### src/hw/rtl/salc_pkg.sv
`default_nettype none
// ----------------------------------------------------------------------------
// salc_pkg
// Shared types and constants of the set-associative cache tag model: policy
// codes, configuration register indexes and the lookup request and response.
// ----------------------------------------------------------------------------
package salc_pkg;

    localparam int DEF_TOTAL_LINES      = 512;
    localparam int DEF_LINE_OFFSET_BITS = 5;
    localparam int DEF_STAMP_WIDTH      = 32;
    localparam int DEF_ADDR_WIDTH       = 32;

    localparam int WL_W       = 4;
    localparam int CFG_IDX_W  = 1;
    localparam int CFG_DATA_W = 4;

    localparam logic [CFG_IDX_W-1:0] CFG_WAYS_LOG2   = 1'b0;
    localparam logic [CFG_IDX_W-1:0] CFG_POLICY_MODE = 1'b1;

    localparam logic [WL_W-1:0] WAYS_LOG2_RESET = 4'd1;

    typedef enum logic [1:0] {
        POL_PLAIN          = 2'd0,
        POL_STORE_NO_ALLOC = 2'd1,
        POL_PF_ALWAYS      = 2'd2,
        POL_PF_ON_FILL     = 2'd3
    } t_policy;

    typedef enum logic [1:0] {
        LOOK_MISS = 2'd0,
        LOOK_HIT  = 2'd1,
        LOOK_FILL = 2'd2
    } t_look_res;

    typedef struct packed {
        logic            start;
        logic            may_fill;
        logic [WL_W-1:0] set_bits;
    } t_look_req;

    typedef struct packed {
        logic      done;
        t_look_res res;
    } t_look_rsp;

endpackage
`default_nettype wire

### src/hw/rtl/salc_lookup.sv
`default_nettype none
// ----------------------------------------------------------------------------
// salc_lookup
// Lookup engine: walks the ways of one set through the line memory, one way
// per clock, compares tags and tracks the oldest stamp, then hits, fills or
// replaces the least recently used way, or reports a miss when it may not fill.
// ----------------------------------------------------------------------------
module salc_lookup
    import salc_pkg::*;
#(
    parameter int TOTAL_LINES = DEF_TOTAL_LINES,
    parameter int TAG_W       = DEF_ADDR_WIDTH - DEF_LINE_OFFSET_BITS,
    parameter int STAMP_W     = DEF_STAMP_WIDTH
) (
    input  wire logic                             i_clk,
    input  wire logic                             i_rst_n,
    input  wire t_look_req                        i_req,
    input  wire logic [TAG_W-1:0]                 i_line_addr,
    input  wire logic [STAMP_W-1:0]               i_now,
    output t_look_rsp                             o_rsp,
    output logic      [$clog2(TOTAL_LINES)-1:0]   o_way,
    output logic                                  o_rd_en,
    output logic      [$clog2(TOTAL_LINES)-1:0]   o_rd_addr,
    input  wire logic [TAG_W+STAMP_W:0]           i_rd_data,
    output logic                                  o_wr_en,
    output logic      [$clog2(TOTAL_LINES)-1:0]   o_wr_addr,
    output logic      [TAG_W+STAMP_W:0]           o_wr_data
);

    localparam int IDX_W = $clog2(TOTAL_LINES);
    localparam int LAX_W = TAG_W + IDX_W + 1;
    localparam int MEM_W = TAG_W + STAMP_W + 1;

    typedef enum logic [1:0] {
        L_IDLE = 2'b01,
        L_WALK = 2'b10
    } t_lstate;

    t_lstate            r_state, n_state;
    logic [TAG_W-1:0]   r_tag, n_tag;
    logic [IDX_W:0]     r_sets, n_sets;
    logic [IDX_W:0]     r_issue_idx, n_issue_idx;
    logic               r_issue_on, n_issue_on;
    logic [IDX_W-1:0]   r_issue_way, n_issue_way;
    logic               r_chk_on, n_chk_on;
    logic [IDX_W-1:0]   r_chk_idx, n_chk_idx;
    logic [IDX_W-1:0]   r_chk_way, n_chk_way;
    logic               r_may_fill, n_may_fill;
    logic [STAMP_W-1:0] r_now, n_now;
    logic               r_have, n_have;
    logic [STAMP_W-1:0] r_best_stamp, n_best_stamp;
    logic [IDX_W-1:0]   r_best_idx, n_best_idx;
    logic [IDX_W-1:0]   r_best_way, n_best_way;
    logic               r_done, n_done;
    t_look_res          r_res, n_res;
    logic [IDX_W-1:0]   r_way, n_way;

    logic [LAX_W-1:0]   la_x;
    logic [IDX_W:0]     sets_m1;
    logic [IDX_W:0]     next_idx;
    logic               m_valid;
    logic [TAG_W-1:0]   m_tag;
    logic [STAMP_W-1:0] m_stamp;

    assign la_x    = LAX_W'(i_line_addr);
    assign m_valid = i_rd_data[MEM_W-1];
    assign m_tag   = i_rd_data[MEM_W-2:STAMP_W];
    assign m_stamp = i_rd_data[STAMP_W-1:0];

    assign o_rd_en   = (r_state == L_WALK) && r_issue_on;
    assign o_rd_addr = r_issue_idx[IDX_W-1:0];
    assign o_rsp     = '{done: r_done, res: r_res};
    assign o_way     = r_way;

    always_comb begin
        n_state      = r_state;
        n_tag        = r_tag;
        n_sets       = r_sets;
        n_issue_idx  = r_issue_idx;
        n_issue_on   = r_issue_on;
        n_issue_way  = r_issue_way;
        n_chk_on     = r_chk_on;
        n_chk_idx    = r_chk_idx;
        n_chk_way    = r_chk_way;
        n_may_fill   = r_may_fill;
        n_now        = r_now;
        n_have       = r_have;
        n_best_stamp = r_best_stamp;
        n_best_idx   = r_best_idx;
        n_best_way   = r_best_way;
        n_done       = 1'b0;
        n_res        = LOOK_MISS;
        n_way        = '0;
        o_wr_en      = 1'b0;
        o_wr_addr    = r_chk_idx;
        o_wr_data    = {1'b1, r_tag, r_now};
        sets_m1      = '0;
        next_idx     = r_issue_idx + r_sets;

        unique case (r_state)
            L_IDLE: begin
                if (i_req.start) begin
                    n_sets      = (IDX_W + 1)'(1) << i_req.set_bits;
                    sets_m1     = n_sets - 1'b1;
                    n_issue_idx = {1'b0, la_x[IDX_W-1:0] & sets_m1[IDX_W-1:0]};
                    n_tag       = TAG_W'(la_x >> i_req.set_bits);
                    n_issue_on  = 1'b1;
                    n_issue_way = '0;
                    n_chk_on    = 1'b0;
                    n_have      = 1'b0;
                    n_may_fill  = i_req.may_fill;
                    n_now       = i_now;
                    n_state     = L_WALK;
                end
            end
            L_WALK: begin
                n_chk_on  = r_issue_on;
                n_chk_idx = r_issue_idx[IDX_W-1:0];
                n_chk_way = r_issue_way;
                if (r_issue_on) begin
                    n_issue_idx = next_idx;
                    n_issue_on  = next_idx < (IDX_W + 1)'(TOTAL_LINES);
                    n_issue_way = r_issue_way + 1'b1;
                end
                if (r_chk_on) begin
                    if (m_valid && (!r_have || m_stamp < r_best_stamp)) begin
                        n_have       = 1'b1;
                        n_best_stamp = m_stamp;
                        n_best_idx   = r_chk_idx;
                        n_best_way   = r_chk_way;
                    end
                    priority if (!m_valid && r_may_fill) begin
                        o_wr_en = 1'b1;
                        n_done  = 1'b1;
                        n_res   = LOOK_FILL;
                        n_way   = r_chk_way;
                    end else if (m_valid && m_tag == r_tag) begin
                        o_wr_en = 1'b1;
                        n_done  = 1'b1;
                        n_res   = LOOK_HIT;
                        n_way   = r_chk_way;
                    end else if (!r_issue_on) begin
                        n_done = 1'b1;
                        if (r_may_fill) begin
                            o_wr_en   = 1'b1;
                            o_wr_addr = n_best_idx;
                            n_res     = LOOK_FILL;
                            n_way     = n_best_way;
                        end
                    end
                    if (n_done) begin
                        n_state    = L_IDLE;
                        n_chk_on   = 1'b0;
                        n_issue_on = 1'b0;
                    end
                end
            end
            default: begin
                n_state = L_IDLE;
            end
        endcase
    end

    always_ff @(posedge i_clk) begin
        if (!i_rst_n) begin
            r_state    <= L_IDLE;
            r_issue_on <= 1'b0;
            r_chk_on   <= 1'b0;
            r_done     <= 1'b0;
        end else begin
            r_state    <= n_state;
            r_issue_on <= n_issue_on;
            r_chk_on   <= n_chk_on;
            r_done     <= n_done;
        end
    end

    always_ff @(posedge i_clk) begin
        r_tag        <= n_tag;
        r_sets       <= n_sets;
        r_issue_idx  <= n_issue_idx;
        r_issue_way  <= n_issue_way;
        r_chk_idx    <= n_chk_idx;
        r_chk_way    <= n_chk_way;
        r_may_fill   <= n_may_fill;
        r_now        <= n_now;
        r_have       <= n_have;
        r_best_stamp <= n_best_stamp;
        r_best_idx   <= n_best_idx;
        r_best_way   <= n_best_way;
        r_res        <= n_res;
        r_way        <= n_way;
    end

endmodule
`default_nettype wire

### config.mk
export PLATFORM = sky130hd
export DESIGN_NAME = salc_lookup
export DESIGN_NICKNAME = d
export VERILOG_FILES = /design/src/hw/rtl/salc_pkg.sv /design/src/hw/rtl/salc_lookup.sv
export SDC_FILE = /design/constraint.sdc
export NUM_CORES = 1
export LEC_CHECK = 0
export BUFFER_PORTS_ARGS = -buffer_cell sky130_fd_sc_hd__clkbuf_2
export CAP_MARGIN = 20
export CORE_AREA = 10 10 173 175
export CTS_BUF_LIST = sky130_fd_sc_hd__clkbuf_4
export CTS_CLUSTER_DIAMETER = 100
export DETAILED_ROUTE_END_ITERATION = 7
export DIE_AREA = 0 0 183 185
export GPL_TIMING_DRIVEN = 0
export PLACE_DENSITY_LB_ADDON = 0.2
export SLEW_MARGIN = 10
export SYNTH_ARGS = -nofsm -noshare
export SYNTH_HDL_FRONTEND = slang
export SYNTH_SLANG_ARGS = --single-unit
### constraint.sdc
create_clock -name i_clk -period 13 [get_ports i_clk]
set_clock_uncertainty 0.15 [all_clocks]
set_input_delay 0.65 -clock i_clk [delete_from_list [all_inputs] [get_ports i_clk]]
set_output_delay 0.65 -clock i_clk [all_outputs]
set_load 0.005 [all_outputs]
---- Yosys cells after proc, flatten, opt, wreduce, memory -nomap -nowiden ----
Cells that the tools add are included.
storage, ports and cells
  flip-flop bits (word level) ............. 174
  bits of input ports ..................... 127
  output and inout port bits .............. 92
operators by class
  add/subtract/negate cells ............... 3
  order comparisons ....................... 2
  equality and inequality tests ........... 8
  shift-type cells ........................ 2
  muxes and demuxes ....................... 49
  bitwise logic cells ..................... 3
  reductions and logical operators ........ 17
operators by type and width
  operator                                               count
  2-to-1 mux 9 bit                                       14
  < comparator 32 bit                                    1
  == test 27 bit                                         1
  >> shifter 27 x 4 -> 27 bit                            1
  2-to-1 mux 1 bit                                       20
  2-to-1 mux 10 bit                                      2
  case mux 10 bit (2 select lines)                       1
  case mux 9 bit (2 select lines)                        1
  2-to-1 mux 2 bit                                       7
  AND reduction 3 bit                                    4
  adder 10 bit                                           1
  < comparator 10 bit, second input constant             1
  left shift 1 x 4 -> 10 bit, first input constant       1
  adder 9 x 1 -> 9 bit, second input constant            1
  bitwise AND 9 bit                                      1
  subtractor 9 x 1 -> 9 bit, second input constant       1
  inequality test 2 bit, second input constant           3
  case mux 1 bit (2 select lines)                        3
  AND reduction 2 bit                                    3
  logical AND 1 bit                                      4
  inequality test 2 x 1 -> 1 bit, second input constant  2
  case mux 2 bit (2 select lines)                        1
  AND reduction 4 bit                                    1
  OR reduction 3 bit                                     1
  6 further kinds                                        8

---- Depth between registers and ports, before layout ----
Gate-level depths: netlist of run 1.
  word-level depth ........................ 10
  depth in mapped cells ................... 13
  mapped depth without buffers ............ 9

---- Least setup slack after synthesis of run 1 ----
No wires, ideal clock.
  kind .................................... input port to flip-flop
  from .................................... in i_rd_data[12]
  to ...................................... reg r_best_stamp[0], enable pin
  data arrival time ....................... 4581 ps
  slack ................................... 7808 ps
  stages .................................. 8
  path through ............................ ha_1 > o21a_1 > o21a_1 > o2111a_1 > a32o_1 > or3_1 > clkbuf_1 > nor3_1
between the ends
  word-level cells in the longest chain between the ends .. 4
RTL lines
  element                        RTL line            source
  start, declared                salc_lookup.sv:24   input wire logic [TAG_W+STAMP_W:0] i_rd_data,
  < comparator 32 bit            salc_lookup.sv:126  if (m_valid && (!r_have || m_stamp < r_best_stamp)) begin
  logical OR 1 bit               salc_lookup.sv:126
  logical AND 1 bit              salc_lookup.sv:126
  AND reduction 3 bit (no line)  -
  end signal, assigned           salc_lookup.sv:188  r_best_stamp <= n_best_stamp;
  end, declared                  salc_lookup.sv:51   logic [STAMP_W-1:0] r_best_stamp, n_best_stamp;
Every way passes these cells.
A chain may end at the register's enable or synchronous reset.

---- Final worst setup path of run 1 ----
  from .................................... reg r_state[0]
  to ...................................... out o_wr_addr[7]
between the ends
  word-level cells in the longest chain between the ends .. 2
RTL lines
  element                 RTL line            source
  start, declared         salc_lookup.sv:39   t_lstate r_state, n_state;
  start signal, assigned  salc_lookup.sv:171  r_state <= n_state;
  == test 2 bit           salc_lookup.sv:100  unique case (r_state)
  2-to-1 mux 9 bit        salc_lookup.sv:100
  end, declared           salc_lookup.sv:26   output logic [$clog2(TOTAL_LINES)-1:0] o_wr_addr,
Every way passes these cells.

==> results of run 1 <==
## logic make-up after synthesis
kind of cell               synth area share, %
adders and majority gates                 5.97
and+or+nand+nor                           10.6
DFF                                       55.4
xor gates and xnor gates                  3.84
buffers and inverters                     4.73
muxes                                     10.3
AOI/OAI and AO/OA                         9.15
other                                   0.0411
## cells in the final DEF (no fill, tap or decap), types with 9 or more instances in the layout
cell	count
a21oi_1	46
clkbuf_1	18
buf_4	14
nand3_1	16
mux4_2	9
xor2_1	17
mux2_4	9
nand2_1	45
edfxtp_1	158
nor2_1	42
clkbuf_4	19
mux2i_1	34
inv_1	55
ha_1	42
and3_1	12
o221ai_1	12
nand3b_1	12
clkbuf_2	214
xnor2_1	23
nor3_1	11
mux2_2	23
nand4_1	14
dfxtp_1	16
o21ai_0	25
## worst reg2reg max path: stages, from the launching register on
cell and delay [ns]:
edfxtp_1 0.39, inv_1 0.06, ha_1 0.21, o21a_1 0.18, o21a_1 0.16, o2111a_1 0.27
a32o_1 0.29, or3_1 0.36, clkbuf_1 0.27, nor3_2 0.75, buf_4 0.33, buf_4 0.19
## metal layers
metal  part of all wire [%]  vias up  global-route usage, %
met5                      0        -                      0
met3                    5.3       14                   3.62
met2                     49      188                   23.9
met4                    1.3        0                   4.03
met1                     44     3212                   18.7
li1                       -     3243                      -
## layout make-up
class	count	area, sq um
Fill cell	2677	15600
Sequential cell	174	5060
Multi-Input combinational cell	468	3640
Timing Repair Buffer	223	1170
Tap cell	341	427
Inverter	60	228
Buffer	40	206
Clock buffer	19	143
Clock inverter	13	106
Antenna cell	2	5.00
## through the flow
stage	area [sq um]	setup slack (ns)	std cells
floorplan	9140	7.81	742
global placement	10600	6.24	1297
detailed placement	10700	8.35	1301
CTS	10900	7.68	1333
global route	11000	7.41	1340
finish	11000	7.92	1340
## sequential cells by signal, summed over array words and instances (netlist names), 10 cells and up
name          count
r_sets           10
r_tag            27
r_best_stamp     32
r_now            32
r_issue_idx      10
## power groups by stage
stage | sequential, W | combinational, W | clock, W
after floorplan | 0.000667 | 0.000107 | 0
after global placement | 0.000672 | 0.000182 | 0
after detailed placement | 0.000671 | 0.000184 | 0
after CTS | 0.000658 | 0.000185 | 0.000307
after global routing | 0.000661 | 0.000206 | 0.000329
final | 0.000657 | 0.000185 | 0.000292
## how the worst min path moves through the flow
stage | to | cells after the start | start | slack (ns)
final | r_now[16] | 1 | i_now[16] | 0.10
after global routing | r_now[16] | 1 | i_now[16] | 0.01
after floorplan | r_chk_way[8] | 0 | r_issue_way[8] | 0.30
after CTS | r_now[1] | 1 | i_now[1] | 0.02
after detailed placement | r_chk_way[8] | 0 | r_issue_way[8] | 0.32
after global placement | r_chk_way[8] | 0 | r_issue_way[8] | 0.32
==> flow_summary.yaml, run 1 <==
critical_path:
  worstSetupStartpoint: "r_state[0]"
  r2r_slack_ns: 9.14
  cpMostUsedCell: "nand2_1"
  timing.critical_path.slowest_stage_cell: "inv_1"
  start_kind: "register"
  worstSetupEndpointType: "output pin"
  worstSetupPathDepth: 10
  critical_path.cell_chain: "nand2b_1 > clkinv_1 > nand2_1 > inv_1 > nand2_1 > a2111oi_2 > o31ai_4 > buf_4 > mux2_2 > clkbuf_2"
  critPathTopFamily: "buffers and inverters"
  arrival_ns: 4.28
  timing.rr.start: "r_best_stamp[12]"
  path_class: "reg2out"
  timing.rr.end: "r_best_stamp[17]"
  critPathRequiredTime_ns: 12.20
  slowest_delay_ns: 0.73
  cp_max_fo: 28
  r2r_cells: 11
  cp_num_buf_inv: 4
  endpoint: "o_wr_addr[7]"
floorplanning:
  num_rows: 60
  core_sq_mm: 0.0266
  boundaryPins: 219
  die_y_um: 185
  dieArea_sq_mm: 0.0339
  initial_core_util_pct: 34.4
  die_w_um: 183
power_and_ir_drop:
  pwr-share-comb_pct: 16.3
  p_leak_nw: 4.57
  pwr-share-clk_pct: 25.8
  peakVddDrop_uv: 37.3
  total_power_w: 0.00113
  p_int_w: 0.000808
  switching_power_w: 0.000327
  p_per_area_mw_per_mm2: 103
  share_seq_of_total_power_pct: 57.9
  swShare_pct: 28.8
clock_tree:
  cts_root_buffer: "clkbuf_4"
  postCtsHoldBufs: 0
  ctsHtreeMaxLevel: 4
  clk_pin_slew_ns: 0.16
  worstSkewPairLatency_ns: 0.57
  post-cts-setup-buffers: 0
  cts_tree: "done"
  clock-sinks: 174
  clockBufferDepth: 2
  cts_resized: 0
  cts_buffers: 17
detailed_routing:
  vias: 6657
  drt_iter0_drc: 507
  drtAntennaViolNets: 0
  drt_wl_total_um: 25200
  drc_errors: 0
  drt_pass1_iterations: 5
  viasPerCell: 4.97
  post_drt_wl_per_cell_um: 18.8
placement:
  hpwl_um: 19900
  place_congestion: 0.859
  io_buffers: 214
timing:
  hold_ws_ns: 0.102
  layout_min_cycle_time_ns: 5.08
  rsz0062_at_grt: "false"
  period_share_pct: 39.1
  max_freq_ghz: 0.197
  setup_violations: 0
  tightest_slew_ns: 1.02
  slew_violations: 0
  slew_headroom_pct: 31.4
  hold_viol: 0
  fin_setup_tns_ns: 0
synthesis:
  synthFlopType: "edfxtp_1"
  synth_area_leaders: "edfxtp_1, ha_1, mux2i_1, dfxtp_1, mux2_2"
  syn_avg_cell_area_sq_um: 12.3
  post-synth-top-count-cell: "edfxtp_1"
  synth_area_sq_mm: 0.00914
  async_flop_share_pct: 0
  ys_types: 66
  netlist_instances: 742
  ys_warn_count: 0
  seq_area_frac_synth_pct: 55.4
  synth-edff-count: 158
  synth-seq-cells: 174
  synth_commonest_cells: "edfxtp_1, inv_1, a21oi_1, nand2_1"
  synth.largest_area_cell: "edfxtp_1"
  yosysTopAreaCellShare_pct: 51.9
  syn-num-nets: 912
flow_run:
  cap_violations: 0
cells_and_area:
  area_growth_pct: 20.4
  utilization_pct: 41.4
  layout-drive-gt1-share_pct: 32.2
  nNetsFinal: 1154
grt:
  grt_pass1_vias: 6727
  grt_max_degree: 49
  grt_overflow_total: 0
  grt_first_pass_wirelength_um: 38300
  grt_util_all_layers_pct: 14.6
  grt_antenna_before_repair: 2
status:
  outcome: "finished clean"
min_path:
  hold_class: "in2reg"
No activity file was read; power rests on OpenSTA's default activity.
==> inputs of run 2 (changes only) <==
- ABC_AREA: not set -> 1
- CORE_AREA: 10 10 173 175 -> 10 10 176 178
- DIE_AREA: 0 0 183 185 -> 0 0 186 188
- clock period: 13 -> 4.81 ns (I/O delays scaled with it)
==> run 2 against run 1 <==
Register-to-register slack got worse by 7.5 ns; combinational power increased to 3.1 times the previous value; highest routed layer unchanged; hold slack got worse by 0.0044 ns; final cell count increased by 28%; sequential cell count unchanged; global-route usage increased by 0.61 points; core utilization increased by 2.9 points; die area increased by 3.3%; largest power group unchanged; non-clock buffer count increased by 79; clock power increased to 3.0 times the previous value; wire length increased by 5.2%.
==> flow_summary.yaml, run 2 <==
synthesis:
  async_flop_share_pct: 0
  seq_area_frac_synth_pct: 53.7
  synth-seq-cells: 174
  netlist_instances: 1028
  ys_types: 48
  synth_commonest_cells: "nand2_1, inv_1, edfxtp_1, nor2_1, nand3_1"
  yosysTopAreaCellShare_pct: 50.3
  synth_area_sq_mm: 0.00943
  synth-edff-count: 158
  syn-num-nets: 1198
  synth_area_leaders: "edfxtp_1, nand2_1, inv_1, ha_1, nand3_1"
  ys_warn_count: 0
  synthFlopType: "edfxtp_1"
  synth.largest_area_cell: "edfxtp_1"
  syn_avg_cell_area_sq_um: 9.18
  post-synth-top-count-cell: "nand2_1"
floorplanning:
  die_y_um: 188
  core_sq_mm: 0.0275
  die_w_um: 186
  dieArea_sq_mm: 0.0350
  num_rows: 61
  initial_core_util_pct: 34.3
  boundaryPins: 219
timing:
  layout_min_cycle_time_ns: 3.15
  setup_violations: 0
  period_share_pct: 65.5
  slew_violations: 0
  fin_setup_tns_ns: 0
  tightest_slew_ns: 0.697
  setup_slack_ns: 1.66
  slew_headroom_pct: 53.5
  hold_viol: 0
  max_freq_ghz: 0.318
  rsz0062_at_grt: "false"
grt:
  grt_overflow_total: 0
  grt_antenna_before_repair: 1
  grt_util_all_layers_pct: 15.2
  grt_first_pass_wirelength_um: 42400
  grt_max_degree: 45
  grt_pass1_vias: 7907
cells_and_area:
  fill_cells: 2700
  final_cell_mix: "nand2_1, clkbuf_2, inv_1, edfxtp_1, dlygate4sd3_1"
  seq_area_sq_mm: 0.00506
  nNetsFinal: 1521
  multi_input_area_sq_mm: 0.00352
  layout_commonest_cell: "nand2_1"
  area_growth_pct: 29.1
  layout-drive-gt1-share_pct: 22.7
  largestRegisters: "r_best_stamp (32), r_now (32), r_tag (27)"
placement:
  io_buffers: 215
  hpwl_um: 21000
  pre_cts_ws_ns: 2.13
  place_congestion: 0.940
critical_path:
  arrival_ns: 3.50
  cp_max_fo: 2
  r2r_cells: 9
  path_class: "reg2reg"
  start_kind: "register"
  critPathRequiredTime_ns: 5.16
  worstSetupEndpointType: "register"
clock_tree:
  ctsHtreeMaxLevel: 4
  cts_root_buffer: "clkbuf_4"
  cts_buffers: 17
  cts_tree: "done"
  clock-sinks: 174
  worstSkewPairLatency_ns: 0.56
  clk_pin_slew_ns: 0.16
  clockBufferDepth: 2
power_and_ir_drop:
  p_int_w: 0.00227
  swShare_pct: 29.6
  p_leak_nw: 5.69
  pwr-share-clk_pct: 27.2
  total_power_w: 0.00323
  switching_power_w: 0.000954
  peakVddDrop_uv: 122
  share_seq_of_total_power_pct: 55.2
  pwr-share-comb_pct: 17.6
  p_per_area_mw_per_mm2: 265
flow_run:
  cap_violations: 0
status:
  outcome: "finished clean"
detailed_routing:
  drc_errors: 0
  drt_pass1_iterations: 5
  drt_wl_total_um: 26500
  post_drt_wl_per_cell_um: 15.5
  drtAntennaViolNets: 0
  vias: 7809
  viasPerCell: 4.56
  drt_iter0_drc: 429
min_path:
  hold_class: "in2reg"
  hold_depth: 5
-- run 2: cell count changes after synthesis, sizes merged, moves of 14 or more --
cell   delta
nand3    +59
mux2     -32
xnor2    -16
o21ai    +39
and2     +14
nor2     +31
nand2   +212
inv     +106
mux2i    -27
-- run 2: layer usage --
layer  global-route usage (%)  wire length [um]  part of all wire, %
met2                     25.5             12800                   48
met5                        0                 0                    0
met3                     3.92              1510                  5.7
met4                     3.66               340                  1.3
met1                     19.0             11900                   45
-- run 2: stage by stage --
step | hold WS, ns | instance area [sq um] | instances | utilization (%)
3_5_place_dp | 0.269 | 11000 | 1592 | 40.1
3_3_place_gp | 0.267 | 10900 | 1589 | 39.8
2_1_floorplan | 0.179 | 9430 | 1028 | -
5_1_grt | 0.0837 | 12200 | 1711 | 44.3
4_1_cts | 0.0132 | 12200 | 1710 | 44.3
6_report | 0.0977 | 12200 | 1711 | 44.3
-- run 2: power groups by stage --
stage | clock network, W | logic, W | registers [W]
2_1_floorplan | 0 | 0.000297 | 0.00181
3_3_place_gp | 0 | 0.000502 | 0.00182
3_5_place_dp | 0 | 0.000515 | 0.00182
4_1_cts | 0.000919 | 0.000572 | 0.00179
5_1_grt | 0.000969 | 0.000641 | 0.00179
6_report | 0.000878 | 0.000567 | 0.00178
-- run 2: worst paths after layout --
check	from	to	slack, ns
worst max-delay path	r_tag[25]	r_res[0]	1.66
worst min-delay path	i_line_addr[26]	r_tag[26]	0.1
worst max register to register	r_tag[25]	r_res[0]	1.66
worst min register to register	r_issue_way[3]	r_chk_way[3]	0.34
-- run 2: worst max-delay path, cell delays in order (launching register included) --
cell and delay, ns:
edfxtp_1 0.44, inv_1 0.07, nand2_1 0.08, o2111ai_1 0.12, a2111oi_0 0.30, dlygate4sd3_1 0.60, nand3_1 0.08, dlygate4sd3_1 0.58
nor3_1 0.12, dlygate4sd3_1 0.56
-- run 2: cell families after synthesis --
kind of cell | share of synthesized area [%]
XOR/XNOR | 1.21
buffers and inverters | 9.10
multiplexers | 0.743
AO/OA/AOI/OAI | 7.37
flip-flops | 53.7
adder cells (fa/ha/maj) | 5.78
other | 0.0397
AND/OR/NAND/NOR | 22.1
-- run 2: repair_timing --
| action | 4_1_cts | 5_1_grt |
|---|---|---|
| setup buffers | 0 | 0 |
| resized for setup | 0 | 0 |
| endpoints found under the hold margin | 92 | 0 |
| hold buffers | 86 | 0 |
-- run 2: layout make-up --
type | count | share of cell area [%]
Sequential cell | 174 | 41.6
Multi-Input combinational cell | 652 | 28.9
Timing Repair Buffer | 304 | 16.4
Inverter | 164 | 5.08
Tap cell | 346 | 3.56
Buffer | 38 | 2.01
Clock inverter | 14 | 1.35
Clock buffer | 18 | 1.11
Antenna cell | 1 | 0.0206
